<file path="src/hw/rtl/sdbc_divider.sv">
`default_nettype none

module sdbc_divider #(
    parameter int DIVIDEND_W = 25,
    parameter int DIVISOR_W  = 24
) (
    input  wire logic                  aclk,
    input  wire logic                  aresetn,
    input  wire logic                  start,
    input  wire logic [DIVIDEND_W-1:0] dividend,
    input  wire logic [DIVISOR_W-1:0]  divisor,
    output logic                       done,
    output logic [DIVIDEND_W-1:0]      quotient
);

    localparam int CntW = $clog2(DIVIDEND_W + 1);

    logic [DIVIDEND_W-1:0] quo_reg, quo_next;
    logic [DIVISOR_W-1:0]  rem_reg, rem_next;
    logic [CntW-1:0]       cnt_reg, cnt_next;
    logic                  run_reg, run_next;
    logic                  done_reg, done_next;

    logic [DIVISOR_W:0]    rem_sh;
    logic [DIVISOR_W:0]    rem_sub;
    logic                  ge;

    // One restoring step per cycle: the dividend shifts out at the top while
    // quotient bits shift in at the bottom.
    always_comb begin
        rem_sh   = {rem_reg, quo_reg[DIVIDEND_W-1]};
        ge       = rem_sh >= {1'b0, divisor};
        rem_sub  = rem_sh - {1'b0, divisor};
        quo_next = quo_reg;
        rem_next = rem_reg;
        cnt_next = cnt_reg;
        run_next = run_reg;
        done_next = 1'b0;
        if (start) begin
            quo_next = dividend;
            rem_next = '0;
            cnt_next = CntW'(DIVIDEND_W);
            run_next = 1'b1;
        end else if (run_reg) begin
            quo_next = {quo_reg[DIVIDEND_W-2:0], ge};
            rem_next = ge ? rem_sub[DIVISOR_W-1:0] : rem_sh[DIVISOR_W-1:0];
            cnt_next = cnt_reg - CntW'(1);
            if (cnt_reg == CntW'(1)) begin
                run_next  = 1'b0;
                done_next = 1'b1;
            end
        end
    end

    always_ff @(posedge aclk) begin
        if (!aresetn) begin
            run_reg  <= 1'b0;
            done_reg <= 1'b0;
            cnt_reg  <= '0;
        end else begin
            run_reg  <= run_next;
            done_reg <= done_next;
            cnt_reg  <= cnt_next;
        end
        quo_reg <= quo_next;
        rem_reg <= rem_next;
    end

    assign done     = done_reg;
    assign quotient = quo_reg;

endmodule

`default_nettype wire

</file>
<file path="config.mk">
export PLATFORM = sky130hd
export DESIGN_NAME = sdbc_divider
export DESIGN_NICKNAME = d
export VERILOG_FILES = /design/src/hw/rtl/sdbc_divider.sv
export SDC_FILE = /design/constraint.sdc
export NUM_CORES = 1
export LEC_CHECK = 0
export BUFFER_PORTS_ARGS = -buffer_cell sky130_fd_sc_hd__buf_2
export CAP_MARGIN = 15
export CELL_PAD_IN_SITES_DETAIL_PLACEMENT = 1
export CELL_PAD_IN_SITES_GLOBAL_PLACEMENT = 2
export CORE_ASPECT_RATIO = 1.5
export CORE_MARGIN = 5
export CORE_UTILIZATION = 36
export DETAILED_ROUTE_END_ITERATION = 8
export PLACE_DENSITY = 0.86
export SYNTH_ARGS = -nofsm -noshare
export SYNTH_HDL_FRONTEND = slang
export SYNTH_SLANG_ARGS = --single-unit
</file>
<file path="constraint.sdc">
create_clock -name aclk -period 4 [get_ports aclk]
set_clock_uncertainty 0.2 [all_clocks]
set_input_delay 0.2 -clock aclk [delete_from_list [all_inputs] [get_ports aclk]]
set_output_delay 0.2 -clock aclk [all_outputs]
set_load 0.01 [all_outputs]
</file>
---- Yosys cells after proc, flatten, opt, wreduce, memory -nomap -nowiden ----
Cells that the tools add are included.
storage, ports and cells
  flip-flop bits (word level) ............. 56
  output and inout port bits .............. 26
  logic and storage cells ................. 24
cells by class
  $add $sub $neg .......................... 2
  magnitude comparators ................... 1
  equality and inequality tests ........... 1
  multiplexer cells ....................... 9
  bitwise operators ....................... 2
  reduce and logical (&&, ||, !) cells .... 3
operator list
  operator               count
  $mux W25               2
  $ge A25 B24 Y1         1
  $mux W24               1
  $sub A24 B24 Y24       1
  $mux W5                2
  $eq A5 B1 Y1 const B   1
  $sub A5 B1 Y5 const B  1
  $mux W1                4
  $reduce_or A3 Y1       1
  $not A1 Y1             2
  $reduce_bool A2 Y1     1
  $reduce_or A2 Y1       1

---- Depth between registers and ports, before layout ----
Gate-level depths: netlist (run 1).
  depth after elaboration ................. 4
  mapped depth ............................ 12

---- Worst setup path before layout (run 1) ----
Ideal clock, no wire load.
  path kind ............................... reg-to-reg
  start point ............................. reg quo_reg[24] (netlist: quotient[24])
  end point ............................... reg rem_reg[20]
  library setup time ...................... 0.124 ns
  data arrival time ....................... 2.333 ns
  required time ........................... 3.676 ns
  setup slack ............................. 1.343 ns
  cell stages (with the launch flop) ...... 12
  period minus slack after synthesis ...... 2.657 ns
  path through ............................ edfxtp_1 > inv_1 > ha_1 > fa_1 > nor2b_1 > o31a_1 > o22ai_1 > o21ai_0 > a41o_1 > a221oi_1 > mux2i_1 > nand3_1
between the ends
  word-level cells in the longest chain between the ends .. 2
  elaborated cells on any way between the ends .. 3
  those cells by class .................... add/sub: 1; order compare: 1; mux: 1
RTL lines
  element                                             RTL line  source
  from (decl)                                         18        logic [DIVIDEND_W-1:0] quo_reg, quo_next;
  from (signal assigned)                              65        quo_reg <= quo_next;
  $sub A24 B24 Y24 or $ge A25 B24 Y1 (tied branches)  33, 32
  $mux W24 (*)                                        46        rem_next = ge ? rem_sub[DIVISOR_W-1:0] : rem_sh[DIVISOR_W-1:0];
  to (signal assigned)                                66        rem_reg <= rem_next;
  to (decl)                                           19        logic [DIVISOR_W-1:0] rem_reg, rem_next;
Every way passes the cells marked *; elsewhere a longest branch is shown, timed or not.
A chain may end at the register's enable or synchronous reset.

---- Final worst setup path (run 1) ----
  start point ............................. reg rem_reg[21]
  end point ............................... reg rem_reg[13]
between the ends
  word-level cells in the longest chain between the ends .. 2
RTL lines
  element         RTL line  source
  $ge A25 B24 Y1  32        ge = rem_sh >= {1'b0, divisor};
  $mux W24        46
No other way between the ends.

==> results.cfg, run 1 <==
[run_status]
status = finished clean

[drt]
routed_wirelength_um = 11100
detailroute.via_count = 3335
ant_nets = 0
post-route-drc-count = 0
vias_per_cell = 5.42
drtPass1Iterations = 4
drtIter0Drc = 75
wl_per_cell_um = 18.0

[die]
dieArea_mm2 = 0.0126
die_y_um = 135
start_util_pct = 36.9
coreArea_mm2 = 0.0101
io-pin-count = 78
core.rowCount = 45
die_w_um = 93.2

[critical_path]
cp_max_fo = 24
r2r_setup_slack_ps = 660
r2r_start = rem_reg[21]$_SDFFE_PP0P_
crit_arrival_ps = 3300
cpMaxStageDelayCell = o21ai_4
crit_chain = ha_1 > a2111oi_4 > a21bo_1 > or3_4 > o21ai_4 > buf_4 > nor2_1 > a21oi_1 > a211oi_1
max_stage_delay_ps = 480
worst_setup_path_start_kind = flip-flop
r2r-end = rem_reg[13]$_SDFFE_PP0P_
critPathRequiredTime_ps = 3960
worst_r2r_path_depth = 9
crit_type = flip-flop to flip-flop
worstSetupEndpointType = flip-flop

[yosys]
syn_nets = 486
yosys_most_used_dff = dfxtp_1
synth_edf_count = 25
synth_warnings = 0
synth_top_area_share_pct = 20.1
syn_area_mm2 = 0.00373
async_flop_share_pct = 0
yosysSeqAreaShare_pct = 36.7
yosys-top-cells-area = edfxtp_1 (20%), dfxtp_1 (17%), ha_1 (8.7%), mux2_2 (7.2%), a21oi_1 (3.9%)
synth.largest_area_cell = edfxtp_1
yosys_register_bits = 56
synth_cells = 407
synth_cell_types = 55
avgSynthCellArea_um2 = 9.18

[final_layout]
final_util_pct = 44.8
insertedDiodeCount = 0
n_fill_cell = 1179
largest_reg_flops = 25
layout-drive-gt1-share_pct = 24.5
fin_nets = 576
area_growth_pct = 21.6

[timing]
whs_ps = 6.78
slew_headroom_pct = 34.6
period_share_pct = 83.5
rsz0062_at_grt = false
hold_viol = 0
setup_viol = 0
worstMarginPinSlew_ps = 980
slew_viol_final = 0
period_minus_slack_ps = 3340
finalSetupTns_ps = 0
timing.fmax_mhz = 300

[pwr]
p_seq_share_pct = 45.8
swShare_pct = 29.8
ir_drop_uv = 393
intPower_uw = 1040
powerDensity_mw_per_mm2 = 327
p_comb_share_pct = 23.8
p_switching_uw = 442
p_total_uw = 1490
power_frac_clock_pct = 30.4
p_leak_uw = 0.00206

[grt]
grt_antenna_before_repair = 0
grt_usage_pct = 18.3
grt_start_max_net_pins = 50
grt_pass1_vias = 3785
grt_first_pass_wirelength_um = 18300
grt.overflow.total = 0

[placed_design]
finalWeightedCongestion = 0.835
port_buffers = 77
dpl.hpwl_um = 8310

[clocking]
cts.sinks = 56
cts_buffer_depth = 2
h-tree-depth = 2
clk_latency_ps = 300
tritoncts = yes
clk_transition_reported_paths_ps = 70
post_cts_resized = 0
cts_inserted_buffers = 5
clockRootBuffer = clkbuf_16

[min_path]
hold_path.startpoint = dividend[5]
hold_end = quotient[5]$_DFFE_PP_
hold_depth = 2
hold_path_class = input port to flip-flop

[job]
max_cap_violations = 0
==> power by group through the flow <==
stage / registers (uW) / clock network, uW / logic (uW)
floorplan: 696 / 0 / 211
global placement: 691 / 0 / 330
detailed placement: 690 / 0 / 338
CTS: 680 / 468 / 354
global route: 686 / 489 / 391
finish: 680 / 452 / 353
==> worst max-delay path by stage <==
stage | end | slack (ps) | startpoint | cells past startpoint
floorplan | rem_reg[20]$_SDFFE_PP0P_ | 1340 | quotient[24]$_DFFE_PP_ | 11
global placement | rem_reg[8]$_SDFFE_PP0P_ | 740 | rem_reg[21]$_SDFFE_PP0P_ | 8
detailed placement | rem_reg[12]$_SDFFE_PP0P_ | 660 | rem_reg[21]$_SDFFE_PP0P_ | 8
CTS | rem_reg[13]$_SDFFE_PP0P_ | 610 | rem_reg[21]$_SDFFE_PP0P_ | 8
global route | rem_reg[13]$_SDFFE_PP0P_ | 430 | rem_reg[21]$_SDFFE_PP0P_ | 8
finish | rem_reg[13]$_SDFFE_PP0P_ | 660 | rem_reg[21]$_SDFFE_PP0P_ | 9
==> logic make-up after synthesis <==
family / synth area share [%]
fa+ha+maj: 9.25
simple gates: 13.7
compound gates: 20.3
mux: 9.38
buf+inv: 5.96
flops: 36.7
xor+xnor: 4.69
==> routing by layer <==
metal	vias to the layer above	GRT usage, %	wire [um]
met5	-	0	0
met4	0	6.36	189
met3	14	4.29	595
met2	88	35.3	6020
met1	1584	19.1	4260
li1	1649	-	-
==> what timing repair did <==
action	CTS	global route
setup buffers	0	0
endpoints found under the hold margin	19	0
setup endpoints to repair	0	0
hold buffers	18	0
==> synthesized netlist by cell type (10+ instances only) <==
cell type   n
xnor2_1    10
ha_1       26
dfxtp_1    31
xor2_1     10
mux2_2     24
edfxtp_1   25
o21ai_0    25
inv_1      36
a21oi_1    29
a211oi_1   11
nor2_1     38
nand2_1    24
==> placed cells by master, fill, tap and decap left out, types with 5 or more instances in the layout <==
cell / instances
nand2b_1: 5
nor2_1: 38
buf_4: 5
a211oi_1: 11
a21oi_1: 29
buf_2: 77
o21a_1: 5
dlygate4sd3_1: 18
xnor2_1: 10
mux2i_1: 8
clkbuf_16: 5
a31oi_1: 5
nand2_1: 24
nand3_1: 5
ha_1: 26
inv_1: 36
dfxtp_1: 31
a21o_1: 8
nor3_1: 6
mux2_2: 24
or3_1: 5
o21ai_0: 25
edfxtp_1: 25
xor2_1: 10
==> area by class of cell <==
cell class / instances / area (um^2) / share of cell area [%]
Sequential cell: 56 / 1370 / 30.2
Clock buffer: 6 / 130 / 2.86
Timing Repair Buffer: 100 / 603 / 13.3
Multi-Input combinational cell: 298 / 2140 / 47.1
Clock inverter: 2 / 16.3 / 0.358
Tap cell: 117 / 146 / 3.22
Inverter: 36 / 135 / 2.97
==> worst max-delay path: cells and delay by family, from the launching register on <==
kind / cells / cell delay [ps]
adder cells (fa/ha/maj): 1 / 370
buffers and inverters: 1 / 360
AO/OA/AOI/OAI: 5 / 1460
flip-flops: 1 / 340
AND/OR/NAND/NOR: 2 / 460
==> stage by stage <==
| stage | cell area [um^2] | setup WS, ps | cells |
|---|---|---|---|
| detailed placement | 4220 | 663 | 589 |
| global placement | 4220 | 742 | 589 |
| finish | 4540 | 661 | 615 |
| global route | 4540 | 428 | 615 |
| CTS | 4540 | 611 | 615 |
| floorplan | 3730 | 1340 | 407 |
Note: power is estimated with default switching activity, not from simulation.
==> inputs of run 2 (changes only) <==
--- a/config.mk
+++ b/config.mk
@@ -5,15 +5,16 @@
 export SDC_FILE = /design/constraint.sdc
 export NUM_CORES = 1
 export LEC_CHECK = 0
+export ABC_AREA = 1
 export BUFFER_PORTS_ARGS = -buffer_cell sky130_fd_sc_hd__buf_2
 export CAP_MARGIN = 15
 export CELL_PAD_IN_SITES_DETAIL_PLACEMENT = 1
 export CELL_PAD_IN_SITES_GLOBAL_PLACEMENT = 2
 export CORE_ASPECT_RATIO = 1.5
 export CORE_MARGIN = 5
-export CORE_UTILIZATION = 36
+export CORE_UTILIZATION = 30
 export DETAILED_ROUTE_END_ITERATION = 8
-export PLACE_DENSITY = 0.86
+export PLACE_DENSITY = 0.81
 export SYNTH_ARGS = -nofsm -noshare
 export SYNTH_HDL_FRONTEND = slang
 export SYNTH_SLANG_ARGS = --single-unit
==> constraint.sdc (replaced) <==
create_clock -name aclk -period 3.39 [get_ports aclk]
set_clock_uncertainty 0.2 [all_clocks]
set_input_delay 0.1695 -clock aclk [delete_from_list [all_inputs] [get_ports aclk]]
set_output_delay 0.1695 -clock aclk [all_outputs]
set_load 0.01 [all_outputs]
==> run 2 against run 1 <==
- wire length is 39% higher
- worst hold slack improved by 85 ps
- fmax increased by 31%
- global-route usage about the same
- sequential power grew 14%
- via count up 43%
- critical endpoint is now rem_reg[19]$_SDFFE_PP0P_
- largest cell class unchanged
- largest power group unchanged
==> results.cfg, run 2 <==
[yosys]
synthMuxAreaShare_pct = 0
yosys_most_used_dff = dfxtp_1
yosys_register_bits = 56
synth_top_family_by_area = simple AND/OR/NAND/NOR gates
synth_xor_area_share_pct = 1.96
synth_warnings = 0
yosys.area_share.simple_pct = 43.1
syn_area_mm2 = 0.00447
synth.largest_area_cell = nand2_1
syn_nets = 805
yosysSeqAreaShare_pct = 30.7
ys_top_cells_by_count = nand2_1 (325), inv_1 (135), nand3_1 (47), nor2_1 (33)
synth_top_area_share_pct = 27.3
synth_cell_types = 32
synth_fa_ha_area_share_pct = 7.72
yosys-top-cells-area = nand2_1 (27%), edfxtp_1 (17%), dfxtp_1 (14%), inv_1 (11%), ha_1 (7.3%)
synth_cells = 726
async_flop_share_pct = 0
avgSynthCellArea_um2 = 6.16
synth-compound-area-share_pct = 2.69
yosysMostFrequentCell = nand2_1
synth_edf_count = 25

[drt]
wl_per_cell_um = 15.0
ant_nets = 0
detailroute.via_count = 4784
drtIter0Drc = 134
vias_per_cell = 4.68
routed_wirelength_um = 15400
drtPass1Iterations = 4
post-route-drc-count = 0

[min_path]
hold_end = rem_reg[0]$_SDFFE_PP0P_
hold_path.startpoint = divisor[0]
hold_depth = 5
hold_path_class = input port to flip-flop

[timing]
slew_viol_final = 0
finalSetupTns_ps = 0
rsz0062_at_grt = false
period_minus_slack_ps = 2550
period_share_pct = 75.3
setup_viol = 0
hold_viol = 0
slew_headroom_pct = 41.6
timing.fmax_mhz = 392
worstMarginPinSlew_ps = 875
final.setup.worst_slack_ps = 839

[final_layout]
final_util_pct = 37.5
n_fill_cell = 1981
fin_nets = 904
final_cell_mix = nand2_1 (325), inv_1 (135), buf_2 (77)
insertedDiodeCount = 0
mostFrequentLayoutCell = nand2_1
layout-drive-gt1-share_pct = 12.7
largest_reg_flops = 25
area_growth_pct = 22.4

[critical_path]
worstSetupEndpointType = flip-flop
worst_setup_path_start_kind = flip-flop
r2r-end = rem_reg[19]$_SDFFE_PP0P_
r2r_start = rem_reg[2]$_SDFFE_PP0P_
crit_arrival_ps = 2560
critPathRequiredTime_ps = 3400
r2r_setup_slack_ps = 840
cp_max_fo = 24
worst_r2r_path_depth = 12
crit_type = flip-flop to flip-flop

[placed_design]
finalWeightedCongestion = 0.853
place_ws_ps = 822
dpl.hpwl_um = 11700
port_buffers = 77

[die]
start_util_pct = 30.6
die_y_um = 160
io-pin-count = 78
coreArea_mm2 = 0.0146
die_w_um = 110
core.rowCount = 54
dieArea_mm2 = 0.0175

[grt]
grt_usage_pct = 18.3
grt_pass1_vias = 5282
grt_start_max_net_pins = 30
grt.overflow.total = 0
grt_first_pass_wirelength_um = 25600
grt_antenna_before_repair = 0

[clocking]
post_cts_buffers = 0
cts_inserted_buffers = 5
cts_buffer_depth = 2
clk_transition_reported_paths_ps = 90
clockRootBuffer = clkbuf_16
clk_latency_ps = 310
h-tree-depth = 2
tritoncts = yes
cts.sinks = 56

[pwr]
powerDensity_mw_per_mm2 = 304
p_leak_uw = 0.00309
ir_drop_uv = 249

[run_status]
status = finished clean

[job]
max_cap_violations = 0
[run 2: changes by cell type after synthesis, moves of 7 or more]
cell      delta
mux2i_1      -8
nand4_1     +27
a21o_1       -8
a211oi_1    -10
nand3_1     +42
o21ai_0     -23
xor2_1       -8
nand2_1    +301
mux2_2      -24
a21oi_1     -19
inv_1       +99
nand3b_1     +7
[run 2: where the power goes]
| part | internal [uW] | switching, uW | total, uW |
|---|---|---|---|
| Combinational | 125 | 185 | 310 |
| Sequential | 753 | 24.3 | 777 |
| Clock | 282 | 293 | 576 |
| Total | 1160 | 503 | 1660 |
[run 2: how the worst max path moves through the flow]
stage	startpoint	endpoint	slack [ps]	cells past startpoint
2_1_floorplan	quotient[24]$_DFFE_PP_	rem_reg[12]$_SDFFE_PP0P_	1260	15
3_3_place_gp	rem_reg[7]$_SDFFE_PP0P_	rem_reg[19]$_SDFFE_PP0P_	850	12
3_5_place_dp	rem_reg[7]$_SDFFE_PP0P_	rem_reg[19]$_SDFFE_PP0P_	820	12
4_1_cts	rem_reg[2]$_SDFFE_PP0P_	rem_reg[19]$_SDFFE_PP0P_	790	12
5_1_grt	rem_reg[3]$_SDFFE_PP0P_	rem_reg[19]$_SDFFE_PP0P_	670	12
6_report	rem_reg[2]$_SDFFE_PP0P_	rem_reg[19]$_SDFFE_PP0P_	840	12
[run 2: repair_timing]
action,in CTS,in global routing
endpoints found under the hold margin,29,0
hold buffers,26,0
resized for setup,0,0
[run 2: worst max-delay path, stage by stage, from the launching register on]
cell and delay, ps:
dfxtp_1 340, ha_1 360, nand2_1 170, inv_1 60, nand2_1 100, nand2_1 60, nand2_1 50, nand3_1 240
nand2_2 180, buf_4 350, nand4_1 170, nand3_1 130, nand2_1 50
[run 2: cell families (layout without fill, tap and decap cells)]
family / count (synthesis) / count (layout)
buffers and inverters: 159 / 259
adder cells (fa/ha/maj): 27 / 27
AND/OR/NAND/NOR: 455 / 455
AO/OA/AOI/OAI: 19 / 19
flip-flops: 56 / 56
XOR/XNOR: 10 / 10
[run 2: area by class of cell]
type                            instances  area (um^2)  area share, %
Clock buffer                            6          129           2.36
Timing Repair Buffer                  110          698           12.8
Tap cell                              196          245           4.48
Sequential cell                        56         1370           25.1
Inverter                              141          529           9.68
Clock inverter                          2         17.5          0.320
Multi-Input combinational cell        511         2480           45.3
[run 2: through the flow]
step	power (uW)	std cells	area (um^2)	hold slack [ps]
after floorplan	959	726	4470	94.5
after global placement	1080	988	5060	242
after detailed placement	1080	988	5060	247
after CTS	1690	1022	5470	93.1
after global routing	1750	1022	5470	115
final	1660	1022	5470	91.9
[run 2: layer usage]
metal	share of wire [%]	track usage, %
met1	39	19.3
met2	56	35.8
met3	3.4	2.88
met4	2.3	5.56
met5	0	0
